File: src/rtl/core/gfd_pkg.sv
package gfd_pkg;

    // Frame bytes
    localparam logic [7:0] SYNC_FIRST  = 8'hAA;
    localparam logic [7:0] SYNC_SECOND = 8'h55;
    localparam logic [7:0] CTRL_DPAD   = 8'hFF;
    localparam logic [7:0] CMD_REBOOT  = 8'h01;
    localparam logic [7:0] DPAD_MASK   = 8'h0F;

    localparam int PAYLOAD_LEN = 7;
    localparam int AXIS_COUNT  = 4;

    // Status flags of one result
    typedef struct packed {
        logic frame_accepted;
        logic checksum_bad;
        logic reboot_request;
    } gfd_flags_t;

    // Latched pad state
    typedef struct packed {
        logic [3:0]                  dpad;
        logic [15:0]                 buttons;
        logic [AXIS_COUNT-1:0][7:0]  axis;
    } gfd_held_t;

endpackage

File: src/rtl/core/gfd_parser.sv
module gfd_parser
    import gfd_pkg::*;
(
    input  logic       clk,
    input  logic       rst_n,
    input  logic       step,
    input  logic [7:0] rx_byte,
    output gfd_flags_t flags_next,
    output gfd_held_t  held
);

    typedef enum logic [3:0] {
        POS_HUNT  = 4'd0,
        POS_SYNC2 = 4'd1,
        POS_PAY0  = 4'd2,
        POS_PAY1  = 4'd3,
        POS_PAY2  = 4'd4,
        POS_PAY3  = 4'd5,
        POS_PAY4  = 4'd6,
        POS_PAY5  = 4'd7,
        POS_PAY6  = 4'd8,
        POS_CHECK = 4'd9
    } pos_t;

    pos_t       pos_reg;
    pos_t       pos_next;
    logic [7:0] xor_reg;
    logic [7:0] xor_next;
    gfd_held_t  held_reg;
    gfd_held_t  held_next;
    logic       store_we;
    logic [2:0] store_idx;

    // Payload bytes of the frame in flight; each is written before it is read
    logic [7:0] payload_store [PAYLOAD_LEN];

    assign store_idx = 3'(pos_reg - POS_PAY0);
    assign held      = held_reg;

    // Parser step for the byte being transferred
    always_comb
    begin
        pos_next   = pos_reg;
        xor_next   = xor_reg;
        held_next  = held_reg;
        flags_next = '0;
        store_we   = 1'b0;
        unique case (pos_reg) inside
            POS_HUNT:
            begin
                pos_next = (rx_byte == SYNC_FIRST) ? POS_SYNC2 : POS_HUNT;
            end
            POS_SYNC2:
            begin
                if (rx_byte == SYNC_SECOND)
                begin
                    pos_next = POS_PAY0;
                    xor_next = '0;
                end
                else
                begin
                    // repeated first sync byte keeps us waiting for the second
                    pos_next = (rx_byte == SYNC_FIRST) ? POS_SYNC2 : POS_HUNT;
                end
            end
            POS_PAY0, POS_PAY1, POS_PAY2, POS_PAY3, POS_PAY4, POS_PAY5, POS_PAY6:
            begin
                store_we = 1'b1;
                xor_next = xor_reg ^ rx_byte;
                pos_next = pos_t'(pos_reg + 4'd1);
            end
            POS_CHECK:
            begin
                pos_next = POS_HUNT;
                if (rx_byte == xor_reg)
                begin
                    if (payload_store[0] == CTRL_DPAD)
                    begin
                        // control frame: only the reboot command is acted on
                        flags_next.reboot_request = (payload_store[1] == CMD_REBOOT);
                    end
                    else
                    begin
                        held_next.dpad    = 4'(payload_store[0] & DPAD_MASK);
                        held_next.buttons = {payload_store[2], payload_store[1]};
                        held_next.axis[0] = payload_store[3];
                        held_next.axis[1] = payload_store[4];
                        held_next.axis[2] = payload_store[5];
                        held_next.axis[3] = payload_store[6];
                        flags_next.frame_accepted = 1'b1;
                    end
                end
                else
                begin
                    flags_next.checksum_bad = 1'b1;
                end
            end
            default:
            begin
                pos_next = POS_HUNT;
            end
        endcase
    end

    // Parse position, running check value and pad latches
    always_ff @(posedge clk or negedge rst_n)
    begin
        if (!rst_n)
        begin
            pos_reg  <= POS_HUNT;
            xor_reg  <= '0;
            held_reg <= '0;
        end
        else if (step)
        begin
            pos_reg  <= pos_next;
            xor_reg  <= xor_next;
            held_reg <= held_next;
        end
    end

    // Payload capture
    always_ff @(posedge clk)
    begin
        if (step && store_we)
        begin
            payload_store[store_idx] <= rx_byte;
        end
    end

endmodule

File: src/rtl/core/gamepad_frame_deframer.sv
// Gamepad frame deframer.
// Input channel: one received serial byte (rx_byte) per transfer, with
// in_valid / in_stall. Frames are 0xAA 0x55, seven payload bytes (dpad,
// button low, button high, left x, left y, right x, right y) and an XOR
// check byte.
// Output channel: one result per input byte, with out_valid / out_stall.
// It carries the frame flags and the latched pad state after that byte.
// Latency: a result appears the cycle after its byte is transferred.
// Throughput: one byte per cycle while no result is stalled; the parser step
// is a single pass from the parse state and payload registers into the result register.
// When the receiver stalls a waiting result, in_stall is raised in the same
// cycle and the result holds until it is taken; a byte is accepted in the
// cycle the result leaves.
// Reset: parser hunts for the first sync byte, pad latches clear to zero
// and no result is pending.
module gamepad_frame_deframer
    import gfd_pkg::*;
(
    input  logic        clk,
    input  logic        rst_n,
    input  logic        in_valid,
    output logic        in_stall,
    input  logic [7:0]  rx_byte,
    output logic        out_valid,
    input  logic        out_stall,
    output logic        frame_accepted,
    output logic        checksum_bad,
    output logic        reboot_request,
    output logic [3:0]  held_dpad,
    output logic [15:0] held_buttons,
    output logic [7:0]  left_x,
    output logic [7:0]  left_y,
    output logic [7:0]  right_x,
    output logic [7:0]  right_y
);

    logic       out_valid_reg;
    gfd_flags_t flags_reg;
    gfd_flags_t flags_next;
    gfd_held_t  held;
    logic       in_xfer;

    // Input side is held only while a result waits on a stalled receiver
    assign in_stall = out_valid_reg && out_stall;
    assign in_xfer  = in_valid && !in_stall;

    gfd_parser u_parser (
        .clk        (clk),
        .rst_n      (rst_n),
        .step       (in_xfer),
        .rx_byte    (rx_byte),
        .flags_next (flags_next),
        .held       (held)
    );

    // Result register
    always_ff @(posedge clk or negedge rst_n)
    begin
        if (!rst_n)
        begin
            out_valid_reg <= 1'b0;
            flags_reg     <= '0;
        end
        else if (in_xfer)
        begin
            out_valid_reg <= 1'b1;
            flags_reg     <= flags_next;
        end
        else if (!out_stall)
        begin
            out_valid_reg <= 1'b0;
        end
    end

    assign out_valid      = out_valid_reg;
    assign frame_accepted = flags_reg.frame_accepted;
    assign checksum_bad   = flags_reg.checksum_bad;
    assign reboot_request = flags_reg.reboot_request;
    // pad latches only move on a transfer, so they double as result fields
    assign held_dpad      = held.dpad;
    assign held_buttons   = held.buttons;
    assign left_x         = held.axis[0];
    assign left_y         = held.axis[1];
    assign right_x        = held.axis[2];
    assign right_y        = held.axis[3];

endmodule

File: config.mk
export PLATFORM = sky130hd
export DESIGN_NAME = gamepad_frame_deframer
export DESIGN_NICKNAME = d
export VERILOG_FILES = /design/src/rtl/core/gfd_pkg.sv /design/src/rtl/core/gfd_parser.sv /design/src/rtl/core/gamepad_frame_deframer.sv
export SDC_FILE = /design/constraint.sdc
export NUM_CORES = 1
export LEC_CHECK = 0
export BUFFER_PORTS_ARGS = -buffer_cell sky130_fd_sc_hd__buf_2
export CAP_MARGIN = 10
export CORE_ASPECT_RATIO = 0.7
export CORE_MARGIN = 3
export CORE_UTILIZATION = 25
export DETAILED_ROUTE_END_ITERATION = 8
export PLACE_DENSITY = 0.42
export REMOVE_ABC_BUFFERS = 1
export SLEW_MARGIN = 20
export SYNTH_ARGS = -nofsm -noshare
export SYNTH_HDL_FRONTEND = slang
export SYNTH_SLANG_ARGS = --single-unit
File: constraint.sdc
create_clock -name clk -period 5.9 [get_ports clk]
set_input_delay 0.295 -clock clk [delete_from_list [all_inputs] [get_ports clk]]
set_output_delay 0.295 -clock clk [all_outputs]
set_load 0.005 [all_outputs]
==> results of run 1 <==
## stage by stage
stage	setup WS [ns]	cells	hold WS (ns)	util [%]
2_1_floorplan	2.299	274	-0.0005911	-
3_3_place_gp	2.823	608	0.4609	28.79
3_5_place_dp	2.675	608	0.4645	28.79
4_1_cts	2.658	640	0.09220	31.91
5_1_grt	2.638	640	0.1006	31.98
6_report	2.867	640	0.09051	31.98
## metal layers
metal / vias up / share of wire [%]
li1: 1240 / -
met1: 1349 / 53
met2: 75 / 41
met3: 19 / 4.8
met4: 0 / 1.5
met5: - / 0
## cell families (layout without fill, tap and decap cells)
group	after synthesis	in the layout	synth area share (%)
flip-flops	124	124	68.27
AO/OA/AOI/OAI	30	30	4.797
AND/OR/NAND/NOR	54	54	6.665
adder cells (fa/ha/maj)	4	4	1.010
buffers and inverters	14	106	2.928
multiplexers	50	50	14.92
XOR/XNOR	8	8	1.414
## synthesized netlist by cell type (all sizes together) (3+ instances only)
cell / instances
nor2: 8
nor2b: 6
nor4b: 4
buf: 9
nand4: 3
edfxtp: 56
nand2: 6
xor2: 8
nor3b: 6
o22a: 5
mux2: 50
dfrtp: 68
a221o: 6
inv: 4
nor4: 5
ha: 4
o21ai: 4
nor3: 3
a21oi: 3
## power groups by stage
stage	Combinational, mW	Clock, mW	Sequential, mW
after floorplan	0.205	0	1.03
after global placement	0.290	0	1.05
after detailed placement	0.294	0	1.05
after CTS	0.295	1.08	1.04
after global routing	0.339	1.13	1.05
final	0.296	1.06	1.04
## worst paths after layout
path                                                          end  slack [ns]  cells after the start
max                        u_parser.payload_store[0][5]$_DFFE_PP_        2.87                      6
min                                 u_parser.held[29]$_DFFE_PN0P_        0.09                      2
max reg2reg                u_parser.payload_store[0][5]$_DFFE_PP_        2.87                      6
min reg2reg                         u_parser.held[30]$_DFFE_PN0P_        0.47                      1
max in group asynchronous           u_parser.held[48]$_DFFE_PN0P_        5.20                      2
min in group clk                            out_valid$_DFFE_PN0P_        0.11                      2
## critical path, cell delays in order, from the launching register on
cell and delay (ns):
sky130_fd_sc_hd__dfrtp_1 0.46, sky130_fd_sc_hd__inv_1 0.22, sky130_fd_sc_hd__ha_1 0.23, sky130_fd_sc_hd__o22ai_1 0.08, sky130_fd_sc_hd__a22o_1 0.51, sky130_fd_sc_hd__or3_1 0.53
sky130_fd_sc_hd__nor2_1 0.63
## cell type report
| type | count | area (sq um) |
|---|---|---|
| clock buffers | 17 | 425.4 |
| clock inverters | 15 | 173.9 |
| fillers | 1910 | 13050 |
| inverters | 4 | 15.01 |
| multi-input cells | 146 | 1451 |
| flip-flops and latches | 124 | 3383 |
| well taps | 264 | 330.3 |
| repair buffers | 70 | 355.3 |
## cell usage in the layout (no fill, tap or decap), drive strengths merged, types with 4 or more instances in the layout
cell	Yosys	routed
buf	9	70
dfrtp	68	68
edfxtp	56	56
mux2	50	50
clkbuf	1	17
inv	4	13
nor2	8	8
xor2	8	8
nand2	6	6
nor2b	6	6
nor3b	6	6
a221o	6	6
o22a	5	5
nor4	5	5
nor4b	4	4
o21ai	4	4
ha	4	4
clkinv	0	4
==> PnR_summary.wiki, run 1 <==
{| class="wikitable"
! Metric !! Value
|-
| Capturing element type of the critical path || register
|-
| Routability-driven placement congestion ratio || around 0.75
|-
| Startpoint Class || register
|-
| Top cell type's share of synthesized area || roughly 34%
|-
| Summed instance area of the synthesized netlist || around 5000 sq um
|-
| Number of gates resized after CTS || 0
|-
| Critical register-to-register path startpoint || u_parser.pos_reg[0]$_DFFE_PN0P_
|-
| TNS Setup || 0 ns
|-
| Post-DR wirelength/cell || 17.50 microns
|-
| Inserted Diodes || 0
|-
| Arrival time of data at the critical path endpoint || between 3 and 4 ns
|-
| Number of flip-flops in the largest register || between 50 and 60
|-
| Total Wirelength || 11200 microns
|-
| Via count normalized by instance count || roughly 4.2
|-
| Total number of vias || 2683
|-
| Worst setup path category || register to register
|-
| Root Driver || sky130_fd_sc_hd__clkbuf_16
|-
| Launching element of the worst setup path || u_parser.pos_reg[0]$_DFFE_PN0P_
|-
| Worst vdd ir || roughly 0.00015 V
|-
| First-pass GRT wire length || ~18000 microns
|-
| Pin count of the biggest net entering global routing || 69
|-
| Remaining design rule violation count || 0
|-
| Count of flip-flops with a built-in enable after synthesis || 56
|-
| Share of power burned in the clock network || between 40 and 50%
|-
| Cts-stage hold buffer count || 0
|-
| Number of warning messages in the yosys log || 0
|-
| Leading register cell type out of synthesis || sky130_fd_sc_hd__dfrtp_1
|-
| Synth Register Bits || 124
|-
| Switching share of power || between 20% and 30%
|-
| Synth top area cells || sky130_fd_sc_hd__dfrtp_1 (34%), sky130_fd_sc_hd__edfxtp_1 (34%), sky130_fd_sc_hd__mux2_4 (14%)
|-
| Rows || 42
|-
| Portion of the post-synthesis area used by sequential elements || 68.27%
|-
| Worst slew margin relative to its limit || between 30% and 40%
|-
| Upper clock frequency limit || approximately 330 MHz
|-
| Number of top-level design ports || 69
|-
| Post-DP HPWL || ~7200 microns
|-
| Worst Max-Slew Pin Slew || 0.9240 ns
|-
| Clk Latency, worst-skew pair || approximately 0.4 ns
|-
| Global-route met1 utilization || 16.30%
|-
| Nets || 379
|-
| # H-tree levels || 4
|-
| Number of global-route vias before repair || 2780
|-
| Cell leakage power || roughly 2.6 nW
|-
| Number of antenna violations at the first check in global routing || 0
|-
| Final cell area excluding filler cells || slightly above 6000 sq um
|-
| Synth unique cells || 40
|-
| Portion of the clock cycle consumed by the worst path in the final layout || around half
|-
| Post-DRT Antenna Nets || 0
|-
| Highest net fanout along the worst path || 20
|-
| Pwr dens || around 390 nW/um^2
|-
| Iteration count of the initial detailed-routing pass || 4
|-
| Inserted Clock Buffers || 17
|-
| Core region area || 19180 sq um
|-
| Number of endpoints failing setup at the final stage || 0
|-
| Die height || 123.8 microns
|-
| Reg power frac || 43.4%
|-
| Post-CTS Repair Setup Buffers || 0
|-
| Total GRT Usage || 11.00%
|-
| TritonCTS clock tree || yes
|-
| Busiest grt layer || met1
|-
| Internal power || approximately 1.7 mW
|-
| Hold WC Path Type || input pin to asynchronous set/reset pin
|-
| Floorplan die area || 21580 sq um
|-
| # clock sinks || between 100 and 150
|-
| Placed cell areas || 5522 sq um
|-
| Starting density of the core || 25.84%
|-
| Die W || roughly 170 microns
|-
| Met2 global-route usage || ~15%
|-
| Worst-path clk slew || roughly 0.06 ns
|-
| Most area-hungry cell type in the Yosys netlist || sky130_fd_sc_hd__dfrtp_1
|-
| Proportion of layout cells with a drive suffix above 1 || 42.02%
|-
| Synthesized netlist cell count || about 280
|-
| Outcome || finished clean
|-
| Port Buffers || 68
|-
| Setup repair after global routing missed its margin || false
|-
| Post-synthesis area per instance || approximately 17 sq um
|-
| Starting DRC count in detailed routing || ~120
|-
| Total power of the final layout || 2.393 mW
|-
| Post-synthesis async set-or-reset flop share || between 50% and 60%
|-
| Skew final || 0.01181 ns
|-
| Count of maximum capacitance violations || 0
|-
| Synth-to-layout area growth || 23.78%
|-
| Psw || roughly 0.66 mW
|-
| Combinational fraction of design power || 12.4%
|-
| GRT Residual Overflow || 0
|-
| Min Clock Period, post-route || 3.033 ns
|-
| Max Transition Viols Final || 0
|-
| Number of buffers on the longest clock path || 2
|-
| Met3 Usage GRT || between 2 and 3%
|-
| WP data required || around 5.9 ns
|-
| Hold Vio Cnt, Final || 0
|}
(Power assumes the default switching activity.)
==> run 2, diff against run 1 <==
- clock period: 5.9 -> 3 ns (I/O delays scaled with it)
==> PnR_summary.wiki, run 2 (synthesized netlist as in run 1, its figures left out) <==
{| class="wikitable"
! Metric !! Value
|-
| # clock sinks || ~120
|-
| Worst setup path category || register to register
|-
| Final cell area excluding filler cells || 6275 sq um
|-
| Worst-path clk slew || around 0.060 ns
|-
| Root Driver || sky130_fd_sc_hd__clkbuf_16
|-
| Floorplan die area || between 20000 and 25000 sq um
|-
| Worst vdd ir || between 0.0002 and 0.0003 V
|-
| Port Buffers || slightly below 70
|-
| Worst-case reg-to-reg path depth || 5
|-
| End of the worst hold path || out_valid$_DFFE_PN0P_
|-
| Non-filler cells, final || 658
|-
| Hold Vio Cnt, Final || 0
|-
| Arrival time of data at the critical path endpoint || ~2.6 ns
|-
| Capturing element type of the critical path || register
|-
| Filler instances || about 1900
|-
| Setup repair after global routing missed its margin || false
|-
| Total placed cells including tap cells || between 600 and 700
|-
| Total Wirelength || ~12000 microns
|-
| Starting density of the core || 25.84%
|-
| Proportion of layout cells with a drive suffix above 1 || 43.91%
|-
| Post-DR wirelength/cell || ~18 microns
|-
| # H-tree levels || 4
|-
| Number of endpoints failing setup at the final stage || 0
|-
| Rows || 42
|-
| Internal reg-to-reg setup slack || between 0.6 and 0.7 ns
|-
| Min Clock Period, post-route || roughly 2.3 ns
|-
| Worst reg2reg endpoint || u_parser.held[33]$_DFFE_PN0P_
|-
| Skew final || about 0.011 ns
|-
| Pwr dens || 749.0 nW/um^2
|-
| Clk Latency, worst-skew pair || 0.41 ns
|-
| Count of maximum capacitance violations || 0
|-
| Total number of vias || 2765
|-
| Highest-count cells in the layout ignoring fill and taps || sky130_fd_sc_hd__dfrtp_1 (68), sky130_fd_sc_hd__buf_2 (68), sky130_fd_sc_hd__edfxtp_1 (56), sky130_fd_sc_hd__mux2_4 (47), sky130_fd_sc_hd__clkbuf_16 (17)
|-
| Number of antenna violations at the first check in global routing || 0
|-
| Number of buffers on the longest clock path || 2
|-
| Cell leakage power || approximately 2.7 nW
|-
| Worst hold slack across all endpoints || 0.09342 ns
|-
| Hold WC Path Type || input pin to register
|-
| Starting DRC count in detailed routing || 164
|-
| Upper clock frequency limit || between 400 and 500 MHz
|-
| Placed cell areas || between 5000 and 6000 sq um
|-
| First-pass GRT wire length || about 18000 microns
|-
| GRT Residual Overflow || 0
|-
| Die height || between 100 and 150 microns
|-
| Pin count of the biggest net entering global routing || 28
|-
| Number of flip-flops in the largest register || 56
|-
| Core region area || around 19000 sq um
|-
| Die W || between 150 and 200 microns
|-
| Max Transition Viols Final || 0
|-
| Worst Max-Slew Pin Slew || approximately 0.88 ns
|-
| Number of global-route vias before repair || ~2900
|-
| Total power of the final layout || around 4.7 mW
|-
| Synth-to-layout area growth || 26.61%
|-
| Total GRT Usage || between 10% and 20%
|-
| Iteration count of the initial detailed-routing pass || 4
|-
| Highest net fanout along the worst path || 27
|-
| Nets || between 300 and 400
|-
| TNS Setup || 0 ns
|-
| Post-DP HPWL || ~7700 microns
|-
| Critical register-to-register path startpoint || u_parser.xor_reg[0]$_DFFE_PN0P_
|-
| Post-DRT Antenna Nets || 0
|-
| WP data required || around 3.3 ns
|-
| Instance count along the most critical hold path || 3
|-
| Remaining design rule violation count || 0
|-
| Startpoint Class || register
|-
| Portion of the clock cycle consumed by the worst path in the final layout || ~77%
|-
| Worst Hold Launch || out_stall
|-
| TritonCTS clock tree || yes
|-
| Post-CTS Repair Setup Buffers || 0
|-
| Inserted Clock Buffers || 17
|-
| Outcome || finished clean
|-
| Number of top-level design ports || 69
|-
| Routability-driven placement congestion ratio || about 0.76
|-
| Worst slew margin relative to its limit || between 40% and 50%
|-
| Via count normalized by instance count || between 4 and 5
|-
| Inserted Diodes || 0
|}
==> run 2: where the power goes <==
group	total, mW	switching (mW)	internal, mW
Clock	2.03	0.792	1.24
Combinational	0.630	0.359	0.271
Sequential	2.04	0.125	1.91
Total	4.70	1.28	3.42
==> run 2: worst max-delay path: stages (launching register included) <==
cell	delay [ns]
sky130_fd_sc_hd__dfrtp_1	0.42
sky130_fd_sc_hd__xor2_1	0.16
sky130_fd_sc_hd__nor4_1	0.64
sky130_fd_sc_hd__and4b_4	0.40
sky130_fd_sc_hd__buf_12	0.22
sky130_fd_sc_hd__mux2_2	0.36
==> run 2: through the flow <==
step	util [%]	setup WS (ns)
floorplan	-	-0.6005
global placement	29.54	0.6426
detailed placement	29.54	0.6373
CTS	32.71	0.6382
global route	32.71	0.4598
finish	32.71	0.6762
==> run 2: cell type report <==
type | instances | area (sq um) | area share, %
clock inverter | 14 | 158.9 | 2.532
timing repair buffer | 88 | 520.5 | 8.295
clock buffer | 18 | 429.2 | 6.839
sequential | 124 | 3383 | 53.92
multi-input combinational | 146 | 1438 | 22.91
tap | 264 | 330.3 | 5.264
inverter | 4 | 15.01 | 0.2393
==> run 2: how the worst max path moves through the flow <==
stage	cells past startpoint	slack [ns]	endpoint	startpoint
6_report	5	0.68	u_parser.held[33]$_DFFE_PN0P_	u_parser.xor_reg[0]$_DFFE_PN0P_
3_5_place_dp	6	0.64	u_parser.held[33]$_DFFE_PN0P_	rx_byte[7]
5_1_grt	5	0.46	u_parser.held[32]$_DFFE_PN0P_	u_parser.xor_reg[0]$_DFFE_PN0P_
2_1_floorplan	6	-0.60	u_parser.held[32]$_DFFE_PN0P_	u_parser.pos_reg[1]$_DFFE_PN0P_
3_3_place_gp	6	0.64	u_parser.held[34]$_DFFE_PN0P_	rx_byte[7]
4_1_cts	5	0.64	u_parser.held[33]$_DFFE_PN0P_	u_parser.xor_reg[0]$_DFFE_PN0P_
==> run 2: what timing repair did <==
| item | in CTS | in global routing |
|---|---|---|
| hold buffers | 2 | 0 |
| resized for setup | 0 | 0 |
| endpoints found under the hold margin | 25 | 0 |
==> run 2: layer usage <==
| layer | GRT usage [%] | share of wire, % |
|---|---|---|
| met2 | 16.54 | 42 |
| met1 | 15.62 | 51 |
| met5 | 0 | 0 |
| met3 | 3.717 | 5.7 |
| met4 | 3.614 | 0.97 |
==> run 3, diff against run 2 <==
- PLACE_DENSITY: 0.42 -> 0.44
- clock period: 3 -> 2.11 ns (I/O delays scaled with it)
==> PnR_summary.wiki, run 3 (synthesized netlist as in run 1, its figures left out) <==
{| class="wikitable"
! Metric !! Value
|-
| Clk Latency, worst-skew pair || 0.42 ns
|-
| Met3 Usage GRT || roughly 3.6%
|-
| Internal power || around 5.3 mW
|-
| Proportion of layout cells with a drive suffix above 1 || around 52%
|-
| Worst reg2reg endpoint || u_parser.payload_store[3][0]$_DFFE_PP_
|-
| Filler instances || approximately 1800
|-
| Starting density of the core || 25.84%
|-
| Busiest grt layer || met2
|-
| Worst hold slack across all endpoints || about 0.061 ns
|-
| Worst-case reg-to-reg path depth || 8
|-
| Psw || around 2 mW
|-
| Max Transition Viols Final || 0
|-
| Total number of vias || ~2900
|-
| Worst-path clk slew || ~0.06 ns
|-
| Worst Hold Launch || out_stall
|-
| Min Clock Period, post-route || between 2 and 2.5 ns
|-
| Met2 global-route usage || between 10% and 20%
|-
| Upper clock frequency limit || around 480 MHz
|-
| First-pass GRT wire length || about 19000 microns
|-
| Switching share of power || a little over a quarter
|-
| Via count normalized by instance count || approximately 4.2
|-
| Skew final || roughly 0.012 ns
|-
| Floorplan die area || ~22000 sq um
|-
| Total GRT Usage || 12.05%
|-
| Arrival time of data at the critical path endpoint || between 2 and 2.5 ns
|-
| Die W || 174.3 microns
|-
| Rows || 42
|-
| Highest net fanout along the worst path || 8
|-
| Hold WC Path Type || input pin to register
|-
| Number of endpoints failing setup at the final stage || 0
|-
| Routability-driven placement congestion ratio || 0.7749
|-
| Worst slew margin relative to its limit || roughly 67%
|-
| Port Buffers || between 60 and 70
|-
| Flip-flop and latch area || between 3000 and 4000 sq um
|-
| Count of maximum capacitance violations || 0
|-
| Portion of the clock cycle consumed by the worst path in the final layout || 98.55%
|-
| Worst Max-Slew Pin Slew || ~0.49 ns
|-
| Highest-count cells in the layout ignoring fill and taps || sky130_fd_sc_hd__dfrtp_1 (68), sky130_fd_sc_hd__buf_2 (68), sky130_fd_sc_hd__edfxtp_1 (56), sky130_fd_sc_hd__mux2_4 (47), sky130_fd_sc_hd__buf_4 (46)
|-
| Outcome || finished clean
|-
| Total Wirelength || approximately 12000 microns
|-
| Multi-input gate area in the final layout || roughly 1500 sq um
|-
| Setup repair after global routing missed its margin || true
|-
| TritonCTS clock tree || yes
|-
| Capturing element type of the critical path || register
|-
| Pwr dens || between 1000 and 1500 nW/um^2
|-
| Number of buffers on the longest clock path || 2
|-
| Core region area || between 15000 and 20000 sq um
|-
| Critical register-to-register path startpoint || u_parser.pos_reg[0]$_DFFE_PN0P_
|-
| End of the worst hold path || out_valid$_DFFE_PN0P_
|-
| WP data required || 2.24 ns
|-
| Post-DRT Antenna Nets || 0
|-
| Inserted Clock Buffers || 17
|-
| GRT Residual Overflow || 0
|-
| Instance count along the most critical hold path || 3
|-
| Nets || approximately 430
|-
| Post-DP HPWL || 8329 microns
|-
| Remaining design rule violation count || 0
|-
| Startpoint Class || register
|-
| Cell leakage power || about 3 nW
|-
| Iteration count of the initial detailed-routing pass || 4
|-
| Worst vdd ir || between 0.0006 and 0.0007 V
|-
| Number of top-level design ports || 69
|-
| # clock sinks || around 120
|-
| Synth-to-layout area growth || 34.79%
|-
| Hold Vio Cnt, Final || 0
|-
| TNS Setup || 0 ns
|-
| Combinational fraction of design power || between 10% and 20%
|-
| Reg power frac || roughly two fifths
|-
| Pin count of the biggest net entering global routing || 39
|-
| Internal reg-to-reg setup slack || ~0.031 ns
|-
| # H-tree levels || 4
|-
| Number of flip-flops in the largest register || 56
|-
| Die height || 123.8 microns
|-
| Inserted Diodes || 0
|-
| Post-DR wirelength/cell || approximately 18 microns
|-
| Starting DRC count in detailed routing || 222
|-
| Number of antenna violations at the first check in global routing || 0
|-
| Number of global-route vias before repair || around 3100
|-
| Root Driver || sky130_fd_sc_hd__clkbuf_16
|-
| Global-route met1 utilization || 16.86%
|-
| Worst setup path category || register to register
|-
| Share of power burned in the clock network || approximately two fifths
|}
run 3: cell types whose count changed in the layout (fill, tap and decap cells not counted), sizes merged:
cell,change
clkbuf,-1
bufinv,+1
buf,+35
clkinv,-1
dlygate4sd3,+1
clkinvlp,+1
run 3: timing repair:
action | in CTS | in global routing
endpoints found under the hold margin | 34 | 0
hold buffers | 3 | 0
gates resized for setup | 12 | 10
endpoints found under the setup margin | 82 | 84
cloned | 0 | 0
buffers inserted | 1 | 1
pin swaps | 3 | 4
run 3: metrics by stage:
stage | area (sq um) | cells | power (mW) | setup slack [ns] | utilization (%)
final | 6680 | 694 | 7.325 | 0.03055 | 34.83
after global routing | 6680 | 694 | 7.657 | -0.03667 | 34.83
after CTS | 6619 | 693 | 7.278 | -0.003020 | 34.51
after detailed placement | 5927 | 657 | 4.143 | -0.1474 | 30.90
after global placement | 5927 | 657 | 4.117 | -0.05377 | 30.90
after floorplan | 4826 | 274 | 3.466 | -1.491 | -
run 3: worst max path at each step:
| stage | start | to | slack [ns] | cells after the start |
|---|---|---|---|---|
| global placement | u_parser.pos_reg[0]$_DFFE_PN0P_ | u_parser.xor_reg[4]$_DFFE_PN0P_ | -0.05 | 7 |
| CTS | u_parser.pos_reg[0]$_DFFE_PN0P_ | u_parser.payload_store[3][0]$_DFFE_PP_ | -0.003 | 8 |
| detailed placement | u_parser.pos_reg[0]$_DFFE_PN0P_ | u_parser.xor_reg[2]$_DFFE_PN0P_ | -0.15 | 7 |
| global route | u_parser.pos_reg[0]$_DFFE_PN0P_ | u_parser.payload_store[1][2]$_DFFE_PP_ | -0.04 | 8 |
| finish | u_parser.pos_reg[0]$_DFFE_PN0P_ | u_parser.payload_store[3][0]$_DFFE_PP_ | 0.03 | 8 |
| floorplan | u_parser.pos_reg[1]$_DFFE_PN0P_ | u_parser.held[32]$_DFFE_PN0P_ | -1.49 | 6 |
run 3: layout make-up:
class,instances,area share (%)
repair buffers,124,12.29
well taps,264,4.945
multi-input cells,146,22.74
clock inverters,15,2.791
inverters,4,0.2248
clock buffers,17,6.368
flip-flops and latches,124,50.65
run 3: worst max-delay path, stage by stage (launching register included):
cell	delay (ns)
sky130_fd_sc_hd__dfrtp_1	0.41
sky130_fd_sc_hd__inv_2	0.12
sky130_fd_sc_hd__ha_4	0.15
sky130_fd_sc_hd__o22ai_2	0.05
sky130_fd_sc_hd__a22o_1	0.28
sky130_fd_sc_hd__buf_6	0.14
sky130_fd_sc_hd__or3_4	0.41
sky130_fd_sc_hd__nor2_4	0.10
sky130_fd_sc_hd__buf_6	0.14
run 3: power groups by stage:
| stage | registers, mW | clock network (mW) | logic (mW) |
|---|---|---|---|
| 2_1_floorplan | 2.89 | 0 | 0.573 |
| 3_3_place_gp | 2.89 | 0 | 1.23 |
| 3_5_place_dp | 2.89 | 0 | 1.25 |
| 4_1_cts | 2.85 | 3.10 | 1.32 |
| 5_1_grt | 2.87 | 3.21 | 1.57 |
| 6_report | 2.86 | 3.03 | 1.44 |
run 3: layer usage:
metal  part of all wire, %  vias to the layer above
met5                     0                        -
met2                    42                       94
met4                   1.8                        0
met3                   5.9                       13
li1                      -                     1347
met1                    50                     1493
